==> config.mk <==
export PLATFORM = sky130hd
export DESIGN_NAME = script_lexer_token_events_unit
export DESIGN_NICKNAME = d
export VERILOG_FILES = /design/src/rtl/sltev_pkg.sv /design/src/rtl/script_lexer_token_events_unit.sv
export SDC_FILE = /design/constraint.sdc
export NUM_CORES = 1
export LEC_CHECK = 0
export ABC_AREA = 1
export BUFFER_PORTS_ARGS = -buffer_cell sky130_fd_sc_hd__buf_4
export CAP_MARGIN = 20
export CORE_MARGIN = 2
export CORE_UTILIZATION = 60
export DETAILED_ROUTE_END_ITERATION = 12
export GPL_TIMING_DRIVEN = 0
export PLACE_DENSITY = 0.8
export SYNTH_ARGS = -nofsm -noshare
export SYNTH_HDL_FRONTEND = slang
export SYNTH_SLANG_ARGS = --single-unit
==> constraint.sdc <==
create_clock -name clk -period 4.2 [get_ports clk]
set_input_delay 0.84 -clock clk [delete_from_list [all_inputs] [get_ports clk]]
set_output_delay 0.84 -clock clk [all_outputs]
set_load 0.03 [all_outputs]
==> src/rtl/sltev_pkg.sv <==
// Types, codes and byte classification shared by the script lexer event unit.
`timescale 1ns / 1ps

package sltev_pkg;

	// Byte classes. The codes are stored in the previous-class register.
	typedef enum logic [3:0] {
		CL_NULL   = 4'd0,
		CL_OTHER  = 4'd1,
		CL_LETTER = 4'd2,
		CL_DIGIT  = 4'd3,
		CL_DQ     = 4'd4,
		CL_SQ     = 4'd5,
		CL_JOIN   = 4'd6,
		CL_PUNCT  = 4'd7,
		CL_SPACE  = 4'd8,
		CL_BSL    = 4'd9,
		CL_NL     = 4'd10,
		CL_SEMI   = 4'd11
	} class_t;

	// Scan mode, one-hot.
	typedef enum logic [2:0] {
		MODE_NORMAL  = 3'b001,
		MODE_STRING  = 3'b010,
		MODE_COMMENT = 3'b100
	} mode_t;

	// Event codes.
	localparam logic [2:0] EV_APPEND = 3'd0;
	localparam logic [2:0] EV_EMIT   = 3'd1;
	localparam logic [2:0] EV_DROP   = 3'd2;
	localparam logic [2:0] EV_SINGLE = 3'd3;
	localparam logic [2:0] EV_END    = 3'd4;

	// Token types.
	localparam logic [3:0] TT_WORD     = 4'd0;
	localparam logic [3:0] TT_DEC      = 4'd1;
	localparam logic [3:0] TT_BIN      = 4'd2;
	localparam logic [3:0] TT_HEX      = 4'd3;
	localparam logic [3:0] TT_OPERATOR = 4'd4;
	localparam logic [3:0] TT_BREAKER  = 4'd5;
	localparam logic [3:0] TT_PUNCT    = 4'd6;
	localparam logic [3:0] TT_SQ_STR   = 4'd7;
	localparam logic [3:0] TT_DQ_STR   = 4'd8;

	// Number radix codes.
	localparam logic [1:0] RADIX_DEC = 2'd0;
	localparam logic [1:0] RADIX_BIN = 2'd1;
	localparam logic [1:0] RADIX_HEX = 2'd2;

	// Characters with a special role.
	localparam logic [7:0] CH_STAR  = 8'h2A;
	localparam logic [7:0] CH_SLASH = 8'h2F;
	localparam logic [7:0] CH_DOT   = 8'h2E;
	localparam logic [7:0] CH_X     = 8'h78;
	localparam logic [7:0] CH_B     = 8'h62;
	localparam logic [7:0] CH_ZERO  = 8'h30;
	localparam logic [7:0] CH_ONE   = 8'h31;
	localparam logic [7:0] CH_SEMI  = 8'h3B;
	localparam logic [7:0] CH_BSL   = 8'h5C;
	localparam logic [7:0] CH_NL    = 8'h0A;

	// One result entry.
	typedef struct packed {
		logic [2:0] ev;
		logic [7:0] data;
		logic [3:0] ttype;
	} res_t;

	function automatic class_t classify(input logic [7:0] c);
		class_t cl;
		cl = CL_OTHER;
		if (c == 8'h00 || c == 8'hFF)
			cl = CL_NULL;
		else if ((c >= 8'h61 && c <= 8'h7A) || (c >= 8'h41 && c <= 8'h5A))
			cl = CL_LETTER;
		else if (c >= CH_ZERO && c <= 8'h39)
			cl = CL_DIGIT;
		else if (c == 8'h22)
			cl = CL_DQ;
		else if (c == 8'h27)
			cl = CL_SQ;
		else if (c == CH_STAR || c == CH_SLASH || c == 8'h2B || c == 8'h3D ||
			c == 8'h5E || c == 8'h3C || c == 8'h3E || c == CH_DOT)
			cl = CL_JOIN;
		else if (c == 8'h28 || c == 8'h29 || c == 8'h5B || c == 8'h5D || c == 8'h7B ||
			c == 8'h7D || c == 8'h2D || c == 8'h2C || c == 8'h3A || c == 8'h40)
			cl = CL_PUNCT;
		else if (c == 8'h20 || c == 8'h09)
			cl = CL_SPACE;
		else if (c == CH_BSL)
			cl = CL_BSL;
		else if (c == CH_NL)
			cl = CL_NL;
		else if (c == CH_SEMI)
			cl = CL_SEMI;
		return cl;
	endfunction

	function automatic logic is_hex_letter(input logic [7:0] c);
		return (c >= 8'h61 && c <= 8'h66) || (c >= 8'h41 && c <= 8'h46);
	endfunction

endpackage

==> src/rtl/script_lexer_token_events_unit.sv <==
// Top level of the per-byte script lexer that turns source bytes into token events.
`timescale 1ns / 1ps

// How to use this block:
// Source bytes enter one per beat on the s_axis channel (tdata is the byte).
// Every byte produces zero to three result beats on the m_axis channel: an
// event code and token type in tuser, the byte in tdata, and tlast on the
// final beat caused by that source byte. Bytes that produce nothing (spaces,
// unknown bytes, bytes inside a comment) simply disappear.
// A byte is first captured in an input register. From there the lexer
// logic classifies it against the scan state and, once the result buffer
// is free, writes its whole result list into that three-entry buffer, from
// which the result beats are offered. The buffer is loaded while its last
// entry is being taken, so while the receiver keeps tready high a stream of
// single-result bytes runs at one byte per cycle; a byte with more than one
// result occupies the output until all its beats are taken, and that buffer
// drain is what sets the rate. When the receiver stalls, the buffer holds,
// then the input register fills and s_axis_tready drops; nothing is lost.
// Reset clears the scan state, the buffer and the end byte register (end
// byte 0). The end byte is written through cfg_we/cfg_wdata, by the user
// only while the block is idle; the block itself does not enforce this.
module script_lexer_token_events_unit (
	input  logic       clk,
	input  logic       arst_n,
	input  logic       cfg_we,
	input  logic [7:0] cfg_wdata,
	input  logic       s_axis_tvalid,
	output logic       s_axis_tready,
	input  logic [7:0] s_axis_tdata,   // [7:0] byte_in
	output logic       m_axis_tvalid,
	input  logic       m_axis_tready,
	output logic [7:0] m_axis_tdata,   // [7:0] byte_out
	output logic [6:0] m_axis_tuser,   // [2:0] event_res, [6:3] token_type
	output logic       m_axis_tlast    // last
);
	import sltev_pkg::*;

	// Configuration.
	logic [7:0] end_byte_q;

	// Input register.
	logic       valid_s1;
	logic [7:0] byte_s1;

	// Scan state.
	mode_t      mode_q;
	logic [7:0] prev_byte_q;
	class_t     prev_class_q;
	logic [1:0] pend_cnt_q;
	logic       quote_single_q;
	logic [1:0] radix_q;
	logic       dot_seen_q;
	logic       block_cmt_q;
	logic       started_q;

	// Result buffer: entries, number of entries and read index.
	res_t       res_q [3];
	logic [1:0] cnt_q;
	logic [1:0] idx_q;

	// Lexer logic outputs.
	res_t       res_c [3];
	logic [1:0] n_c;
	mode_t      nx_mode;
	logic [7:0] nx_prev_byte;
	class_t     nx_prev_class;
	logic [1:0] nx_pend_cnt;
	logic       nx_quote_single;
	logic [1:0] nx_radix;
	logic       nx_dot_seen;
	logic       nx_block_cmt;
	logic       nx_started;

	logic       take;
	logic       buf_free;
	logic       load;
	res_t       out_res;

	class_t     cl;
	class_t     ecl;
	logic       keep;
	logic       early;

	assign take     = m_axis_tvalid && m_axis_tready;
	assign buf_free = (cnt_q == 2'd0) || ((idx_q + 2'd1 == cnt_q) && m_axis_tready);
	assign load     = valid_s1 && buf_free;
	assign s_axis_tready = !valid_s1 || buf_free;

	// Lexer step for the byte in the input register.
	always_comb begin
		res_c[0] = '0;
		res_c[1] = '0;
		res_c[2] = '0;
		n_c = 2'd0;
		nx_mode = mode_q;
		nx_prev_byte = prev_byte_q;
		nx_prev_class = prev_class_q;
		nx_pend_cnt = pend_cnt_q;
		nx_quote_single = quote_single_q;
		nx_radix = radix_q;
		nx_dot_seen = dot_seen_q;
		nx_block_cmt = block_cmt_q;
		nx_started = started_q;
		early = 1'b0;
		keep = 1'b0;
		cl = classify(byte_s1);
		ecl = cl;

		unique case (mode_q)
			MODE_STRING: begin
				if ((cl == CL_DQ && !quote_single_q) || (cl == CL_SQ && quote_single_q)) begin
					res_c[n_c] = '{ev: EV_EMIT, data: 8'd0,
						ttype: quote_single_q ? TT_SQ_STR : TT_DQ_STR};
					n_c = n_c + 2'd1;
					nx_mode = MODE_NORMAL;
					nx_pend_cnt = 2'd0;
					nx_quote_single = 1'b0;
				end else if (cl == CL_DQ || cl == CL_SQ || cl == CL_LETTER || cl == CL_DIGIT ||
					cl == CL_JOIN || cl == CL_PUNCT || cl == CL_SPACE) begin
					if (nx_pend_cnt != 2'd2) nx_pend_cnt = nx_pend_cnt + 2'd1;
					res_c[n_c] = '{ev: EV_APPEND, data: byte_s1, ttype: TT_WORD};
					n_c = n_c + 2'd1;
				end
			end
			MODE_COMMENT: begin
				if ((byte_s1 == CH_NL && !block_cmt_q) ||
					(prev_byte_q == CH_STAR && byte_s1 == CH_SLASH && block_cmt_q)) begin
					nx_mode = MODE_NORMAL;
					nx_block_cmt = 1'b0;
				end
			end
			MODE_NORMAL: begin
				// Token boundary, with the number continuations kept together.
				if (started_q) begin
					keep = (prev_class_q == CL_JOIN && prev_byte_q == CH_DOT &&
							pend_cnt_q == 2'd1 && cl == CL_DIGIT && !dot_seen_q) ||
						(prev_class_q == CL_DIGIT && byte_s1 == CH_DOT && !dot_seen_q) ||
						(prev_class_q == CL_LETTER && cl == CL_DIGIT) ||
						(prev_class_q == CL_DIGIT && prev_byte_q == CH_ZERO &&
							pend_cnt_q == 2'd1 && (byte_s1 == CH_X || byte_s1 == CH_B)) ||
						(radix_q == RADIX_HEX && cl == CL_LETTER);
					if (!keep && pend_cnt_q != 2'd0 && prev_class_q != cl) begin
						res_c[n_c].ev = EV_EMIT;
						res_c[n_c].data = 8'd0;
						if (prev_class_q == CL_DIGIT)
							res_c[n_c].ttype = (radix_q == RADIX_DEC) ? TT_DEC :
								(radix_q == RADIX_BIN) ? TT_BIN :
								(radix_q == RADIX_HEX) ? TT_HEX : TT_WORD;
						else if (prev_class_q == CL_JOIN)
							res_c[n_c].ttype = TT_OPERATOR;
						else if (prev_class_q == CL_SEMI)
							res_c[n_c].ttype = TT_BREAKER;
						else
							res_c[n_c].ttype = TT_WORD;
						n_c = n_c + 2'd1;
						nx_radix = RADIX_DEC;
						nx_dot_seen = 1'b0;
						nx_pend_cnt = 2'd0;
					end
				end
				case (cl)
					CL_LETTER: begin
						if (prev_class_q == CL_DIGIT && prev_byte_q == CH_ZERO &&
							nx_pend_cnt == 2'd1 && (byte_s1 == CH_X || byte_s1 == CH_B)) begin
							// Radix prefix: the letter sets the radix and is not kept.
							nx_radix = (byte_s1 == CH_X) ? RADIX_HEX : RADIX_BIN;
							ecl = CL_DIGIT;
						end else begin
							if (nx_pend_cnt != 2'd2) nx_pend_cnt = nx_pend_cnt + 2'd1;
							res_c[n_c] = '{ev: EV_APPEND, data: byte_s1, ttype: TT_WORD};
							n_c = n_c + 2'd1;
						end
						if (nx_radix == RADIX_HEX && is_hex_letter(byte_s1)) ecl = CL_DIGIT;
					end
					CL_DIGIT: begin
						if (prev_class_q == CL_JOIN && nx_pend_cnt == 2'd1 &&
							prev_byte_q == CH_DOT && !nx_dot_seen)
							nx_dot_seen = 1'b1;
						if (prev_class_q == CL_LETTER) ecl = CL_LETTER;
						// A digit that is not binary closes a binary number as decimal.
						if (nx_radix == RADIX_BIN && byte_s1 != CH_ZERO && byte_s1 != CH_ONE) begin
							res_c[n_c] = '{ev: EV_EMIT, data: 8'd0, ttype: TT_DEC};
							n_c = n_c + 2'd1;
							nx_radix = RADIX_DEC;
							nx_pend_cnt = 2'd0;
						end
						if (nx_pend_cnt != 2'd2) nx_pend_cnt = nx_pend_cnt + 2'd1;
						res_c[n_c] = '{ev: EV_APPEND, data: byte_s1, ttype: TT_WORD};
						n_c = n_c + 2'd1;
					end
					CL_JOIN: begin
						if (prev_byte_q == CH_SLASH &&
							(byte_s1 == CH_SLASH || byte_s1 == CH_STAR)) begin
							// Comment start: drop the pending token, keep previous byte.
							nx_mode = MODE_COMMENT;
							nx_block_cmt = (byte_s1 == CH_STAR);
							nx_pend_cnt = 2'd0;
							res_c[n_c] = '{ev: EV_DROP, data: 8'd0, ttype: TT_WORD};
							n_c = n_c + 2'd1;
							early = 1'b1;
						end else begin
							if (nx_pend_cnt != 2'd2) nx_pend_cnt = nx_pend_cnt + 2'd1;
							res_c[n_c] = '{ev: EV_APPEND, data: byte_s1, ttype: TT_WORD};
							n_c = n_c + 2'd1;
							if (byte_s1 == CH_DOT && !nx_dot_seen && prev_class_q == CL_DIGIT &&
								nx_pend_cnt != 2'd1) begin
								nx_dot_seen = 1'b1;
								ecl = CL_DIGIT;
							end
						end
					end
					CL_PUNCT: begin
						res_c[n_c] = '{ev: EV_SINGLE, data: byte_s1, ttype: TT_PUNCT};
						n_c = n_c + 2'd1;
						nx_pend_cnt = 2'd0;
					end
					CL_SEMI: begin
						if (nx_pend_cnt != 2'd2) nx_pend_cnt = nx_pend_cnt + 2'd1;
						res_c[n_c] = '{ev: EV_APPEND, data: byte_s1, ttype: TT_WORD};
						n_c = n_c + 2'd1;
					end
					CL_DQ, CL_SQ: begin
						nx_mode = MODE_STRING;
						nx_quote_single = (cl == CL_SQ);
					end
					default: begin
					end
				endcase
			end
			default: begin
			end
		endcase

		// Newlines and comment openers never touch the history; any other byte equal to the end byte closes the stream.
		if (!early && cl != CL_NL) begin
			if (byte_s1 == end_byte_q) begin
				res_c[n_c] = '{ev: EV_END, data: byte_s1, ttype: TT_WORD};
				n_c = n_c + 2'd1;
				nx_mode = MODE_NORMAL;
				nx_prev_byte = 8'd0;
				nx_prev_class = CL_NULL;
				nx_pend_cnt = 2'd0;
				nx_quote_single = 1'b0;
				nx_radix = RADIX_DEC;
				nx_dot_seen = 1'b0;
				nx_block_cmt = 1'b0;
				nx_started = 1'b0;
			end else begin
				nx_prev_byte = byte_s1;
				nx_prev_class = ecl;
				nx_started = 1'b1;
			end
		end
	end

	always_ff @(posedge clk or negedge arst_n) begin
		if (!arst_n) begin
			end_byte_q <= 8'd0;
		end else if (cfg_we) begin
			end_byte_q <= cfg_wdata;
		end
	end

	// Input register.
	always_ff @(posedge clk or negedge arst_n) begin
		if (!arst_n) begin
			valid_s1 <= 1'b0;
		end else if (s_axis_tready) begin
			valid_s1 <= s_axis_tvalid;
		end
	end

	always_ff @(posedge clk) begin
		if (s_axis_tready && s_axis_tvalid) begin
			byte_s1 <= s_axis_tdata;
		end
	end

	// Scan state advances when the byte moves into the result buffer.
	always_ff @(posedge clk or negedge arst_n) begin
		if (!arst_n) begin
			mode_q <= MODE_NORMAL;
			prev_byte_q <= 8'd0;
			prev_class_q <= CL_NULL;
			pend_cnt_q <= 2'd0;
			quote_single_q <= 1'b0;
			radix_q <= RADIX_DEC;
			dot_seen_q <= 1'b0;
			block_cmt_q <= 1'b0;
			started_q <= 1'b0;
		end else if (load) begin
			mode_q <= nx_mode;
			prev_byte_q <= nx_prev_byte;
			prev_class_q <= nx_prev_class;
			pend_cnt_q <= nx_pend_cnt;
			quote_single_q <= nx_quote_single;
			radix_q <= nx_radix;
			dot_seen_q <= nx_dot_seen;
			block_cmt_q <= nx_block_cmt;
			started_q <= nx_started;
		end
	end

	// Result buffer control.
	always_ff @(posedge clk or negedge arst_n) begin
		if (!arst_n) begin
			cnt_q <= 2'd0;
			idx_q <= 2'd0;
		end else if (load) begin
			cnt_q <= n_c;
			idx_q <= 2'd0;
		end else if (take) begin
			if (idx_q + 2'd1 == cnt_q) begin
				cnt_q <= 2'd0;
				idx_q <= 2'd0;
			end else begin
				idx_q <= idx_q + 2'd1;
			end
		end
	end

	always_ff @(posedge clk) begin
		if (load) begin
			res_q[0] <= res_c[0];
			res_q[1] <= res_c[1];
			res_q[2] <= res_c[2];
		end
	end

	always_comb begin
		case (idx_q)
			2'd0:    out_res = res_q[0];
			2'd1:    out_res = res_q[1];
			default: out_res = res_q[2];
		endcase
	end

	assign m_axis_tvalid = (cnt_q != 2'd0);
	assign m_axis_tdata  = out_res.data;
	assign m_axis_tuser  = {out_res.ttype, out_res.ev};
	assign m_axis_tlast  = (idx_q + 2'd1 == cnt_q);

`ifndef SYNTHESIS
	// The read index always points inside the loaded entries.
	assert property (@(posedge clk) disable iff (!arst_n)
		(cnt_q != 2'd0) |-> (idx_q < cnt_q))
		else $error("result read index beyond loaded entries");

	// A drop event is always the final beat of its byte.
	assert property (@(posedge clk) disable iff (!arst_n)
		(m_axis_tvalid && m_axis_tuser[2:0] == EV_DROP) |-> m_axis_tlast)
		else $error("drop event not marked last");

	// An end event is always the final beat of its byte.
	assert property (@(posedge clk) disable iff (!arst_n)
		(m_axis_tvalid && m_axis_tuser[2:0] == EV_END) |-> m_axis_tlast)
		else $error("end event not marked last");

	// Nothing is pending while a comment is skipped.
	assert property (@(posedge clk) disable iff (!arst_n)
		(mode_q == MODE_COMMENT) |-> (pend_cnt_q == 2'd0))
		else $error("pending count nonzero in comment mode");

	// An end event leaves the scan state at its reset value.
	assert property (@(posedge clk) disable iff (!arst_n)
		(load && n_c != 2'd0 && res_c[n_c - 2'd1].ev == EV_END) |=>
			(mode_q == MODE_NORMAL && !started_q && pend_cnt_q == 2'd0))
		else $error("scan state not cleared after end byte");
`endif

endmodule

==> Word-level counts from Yosys, hierarchy flattened <==
Memory sizes are Yosys's and may differ from the RTL's.
Cells that the tools add are included.
{ "totals": {"register_bits": 44, "ram_bits": 45, "output_inout_bits": 18, "elab_cells": 344, "n_memories": 1} }
{ "mem_list": {"columns": ["name", "words", "width", "rd", "rd_ports_with_merged_regs", "wr", "line_no", "text"], "rows": [
  ["res_q", 3, 15, 3, 0, 3, "script_lexer_token_events_unit.sv:57", "res_t res_q [3];"]
]} }
{ "classes": {"add_sub_neg": 7, "magnitude_cmp": 14, "n_eq_ne": 64, "muxes": 138, "bitwise": 9, "n_reduce_logical": 97} }
{ "op_table": {"columns": ["op", "n"], "rows": [
  ["$mux 45", 7],
  ["$pmux 45 s5", 1],
  ["$bwmux 45", 4],
  ["$eq 8x6->1 const B", 20],
  ["$demux 15 s2", 3],
  ["$mux 2", 45],
  ["$mux 4", 19],
  ["$eq 8x7->1 const B", 9],
  ["$mux 15", 4],
  ["$pmux 15 s2", 2],
  ["$logic_and 1x1->1", 43],
  ["$and 42x42->42", 1],
  ["$not 42->42", 1],
  ["$and 39x39->39", 1],
  ["$mux 13", 3],
  ["$not 39->39", 1],
  ["$logic_or 1x1->1", 35],
  ["$le 8x7->1 const B", 4],
  ["$mux 30", 1],
  ["$mux 1", 28],
  ["$mux 3", 8],
  ["$eq 4x3->1 const B", 5],
  ["$eq 4x2->1 const B", 4],
  ["$eq 8x4->1 const B", 2],
  ["39 further kinds", 78]
]} }

==> Longest topological paths before layout <==
{ "logic_depth": {"depth_word": 47, "mapped_depth": 29} }

==> Least setup slack after synthesis <==
No wires, ideal clock.
{ "synth_path": {"kind": "reg-to-reg", "start": "register byte_s1[0]", "end": "memory res_q[0][19] (netlist name) (data pin)", "setup_time_ns": 0.263, "t_arrival_ns": 3.568, "required_time_ns": 3.937, "slack_ns": 0.369, "path_stages_with_launch": 27, "n_path_buf": 1, "period_less_slack_ns": 3.831, "path_cell_list": "edfxtp_1 -> buf_4 -> nand2_1 -> nor2_1 -> o21ai_2 -> nand2_1 -> nor2_4 -> nand3_1 -> nand2_1 -> nand2_1 -> nor2_1 -> nand3_2 -> nand3_4 -> nand2_1 -> inv_1 -> ha_1 -> nand3_1 -> ha_1 -> a221oi_1 -> nand2_1 -> nand2_1 -> nand2_1 -> ha_1 -> inv_1 -> nor2_1 -> a21oi_2 -> nor2_1"} }
{ "synth_lines": {"columns": ["item", "line_no", "text"], "rows": [
  ["start, declared", "script_lexer_token_events_unit.sv:43", "logic [7:0] byte_s1;"],
  ["start signal, assigned", "script_lexer_token_events_unit.sv:275", "byte_s1 <= s_axis_tdata;"],
  ["end, declared", "script_lexer_token_events_unit.sv:57", null]
]} }

==> out/metrics.cfg <==
[cts]
cts_tree=yes
clockBufferDepth=2
postCtsHoldBufs=0
cts.clk_slew.worst_paths_ns=0.10
cts_buffers=9
clk_latency_ns=0.37
clock-sinks=81
htreeDepth=3
cts-root-buf=clkbuf_8

[global_routing]
grt_pass1_wl_um=23700
grt_usage_pct=31.5
grt_pass1_vias=4743
grt_max_degree=47
antenna_found_initial=0
grt_overflow=0

[layout]
finalNonFillerCells=847
drive_above_1_share_pct=22.5
fin_area_um2=6200
antenna_cells=0
areaGrowthSynthToFinish_pct=19.9
layout.nets=776

[worst_setup_path]
worst-path-max-fanout=8
setup.worst_path.end_class=flip-flop
crit_type=flip-flop to flip-flop
critPathTopFamily=simple AND/OR/NAND/NOR gates
critPathSlowestCell=edfxtp_1
worst_path_most_repeated_cell=nand2_1
cpPeakStageDelay_ns=0.38
reg2reg_depth=26
cp.depth=26
arrival_ns=4.15
cp_data_required_time_ns=4.31
crit_buf_inv=5
startpoint_type=flip-flop

[yosys]
synth_common_cells=nand2_1, inv_1, nor2_1, edfxtp_1, dfrtp_1
yosysMostFrequentCell=nand2_1
async_flop_share_pct=44.4
synth.cell_area_um2=5180
ys_seq_area_share_pct=43.5
syn_avg_cell_area_um2=7.80
yosysTopAreaCell=edfxtp_1
synth_edf_count=45
syn_nets=703
syn_inst=664
ys_seq_elements=81
yosysTopAreaCellShare_pct=26.1
synth_ff_type=edfxtp_1
synth_area_leaders=edfxtp_1, dfrtp_1, nand2_1, inv_1, nor2_1
yosys_warnings=0
synth_cell_type_count=50

[sta]
period_share_pct=96.1
fmax_mhz=248
worst_pin_slew_ns=0.637
whs_ns=0.453
setup_viol_count_final=0
slew_viol_final=0
clock_skew_ns=0.0189
final_hold_viol_count=0
slew_headroom_pct=57.2
period_minus_slack_ns=4.04

[power_and_ir_drop]
power_switching_share_pct=47.6
powerDensity_nw_per_um2=699
seq_power_share_pct=31.4
p_int_mw=2.27
irDropWorstVdd_mv=0.421
comb_power_share_pct=54.4
total_power_mw=4.34
total_leakage_power_nw=2.94
switchingPower_mw=2.06
p_clk_share_pct=14.2

[placed_design]
gp_congestion=0.956
io_buffers=38
dpl.cell_count=807
place_hpwl_um=10400
place_area_um2=5590

[detailed_routing]
drtPass1Iterations=7
route.detailed.drc=0
detail-route-antenna-nets=0
drt-vias-per-instance=5.83
vias=4937
initialDrtViolationCount=455
wire_per_inst_um=17.2
routed_wl_um=14600

[floorplanning]
start_util_pct=62.4
dieArea_um2=9390
die_h_um=96.9
die_w_um=96.9
rows=33
coreArea_um2=8300
boundaryPins=39

[hold_path]
hp-class=primary input to asynchronous set/reset pin

[flow_run]
maxCapViolations=0

[status]
status=complete, no violations

[registers in the layout, summed over array words and instances (netlist names)]
name and count:
end_byte_q 8, started_q 1, idx_q 2, prev_byte_q 8, block_cmt_q 1, dot_seen_q 1, prev_class_q 4, pend_cnt_q 2
cnt_q 2, radix_q 2, quote_single_q 1, res_q 37, byte_s1 8, valid_s1 1, mode_q 3
[kinds of logic after synthesis]
logic type | Yosys count | synth area share [%]
xor+xnor | 5 | 0.846
simple gates | 328 | 28.5
compound gates | 109 | 12.8
buf+inv | 119 | 9.06
fa+ha+maj | 18 | 4.35
mux | 4 | 0.846
flops | 81 | 43.5
[cell usage in the layout (no fill, tap or decap), types with 7 or more instances in the layout]
master,netlist,layout
nand2_1,175,167
nor2_1,69,57
edfxtp_1,45,45
buf_4,3,62
nand3_2,5,7
nand2_2,3,10
nor2_4,6,11
o21ai_0,33,33
clkbuf_8,0,9
ha_1,18,16
dfrtp_1,35,35
nand4_1,19,19
o22ai_1,12,12
a21oi_1,23,22
inv_2,13,14
inv_1,93,87
a22oi_1,10,10
nand3_1,26,23
nor2_2,3,10
nor3_1,10,9
[final cells by class]
| cell class | instances | area, um^2 |
|---|---|---|
| plain buffers | 13 | 81.3 |
| clock buffers | 9 | 124 |
| clock inverters | 7 | 83.8 |
| fillers | 636 | 2090 |
| inverters | 106 | 415 |
| multi-input cells | 464 | 2630 |
| flip-flops and latches | 81 | 2250 |
| well taps | 105 | 131 |
| repair buffers | 62 | 490 |
[power groups by stage]
stage          Sequential (mW)  Combinational (mW)  Clock, mW
6_report                  1.36                2.36      0.616
5_1_grt                   1.39                2.59      0.650
4_1_cts                   1.36                2.25      0.617
3_5_place_dp              1.38                2.16          0
3_3_place_gp              1.36                2.11          0
2_1_floorplan             1.33                1.56          0
[metrics by stage]
step           setup TNS [ns]  setup slack, ns  utilization, %
2_1_floorplan               0            0.369               -
3_3_place_gp           -14.87           -0.587            67.4
3_5_place_dp           -14.85           -0.580            67.4
4_1_cts                     0          0.00981            72.3
5_1_grt                -0.666          -0.0737            74.8
6_report                    0            0.163            74.8
[layer usage]
layer	GRT usage (%)	wire, um
met1	43.2	6070
met3	4.84	1170
met5	0	0
met2	49.5	6730
met4	14.2	609
[path summary, 6_finish.rpt]
check | start | slack, ns | endpoint
max in group asynchronous | arst_n | 3.36 | prev_class_q[2]
max reg2reg | byte_s1[1] | 0.16 | res_q[0][20]
min reg2reg | dot_seen_q | 0.51 | dot_seen_q
min in group clk | dot_seen_q | 0.51 | dot_seen_q
min | arst_n | 0.45 | end_byte_q[7]
max | byte_s1[1] | 0.16 | res_q[0][20]
[what timing repair did]
item | CTS | global route
setup endpoints to repair | 38 | 38
buffers inserted | 17 | 6
pin swaps | 4 | 6
resized for setup | 20 | 34
(Power assumes the default switching activity.)
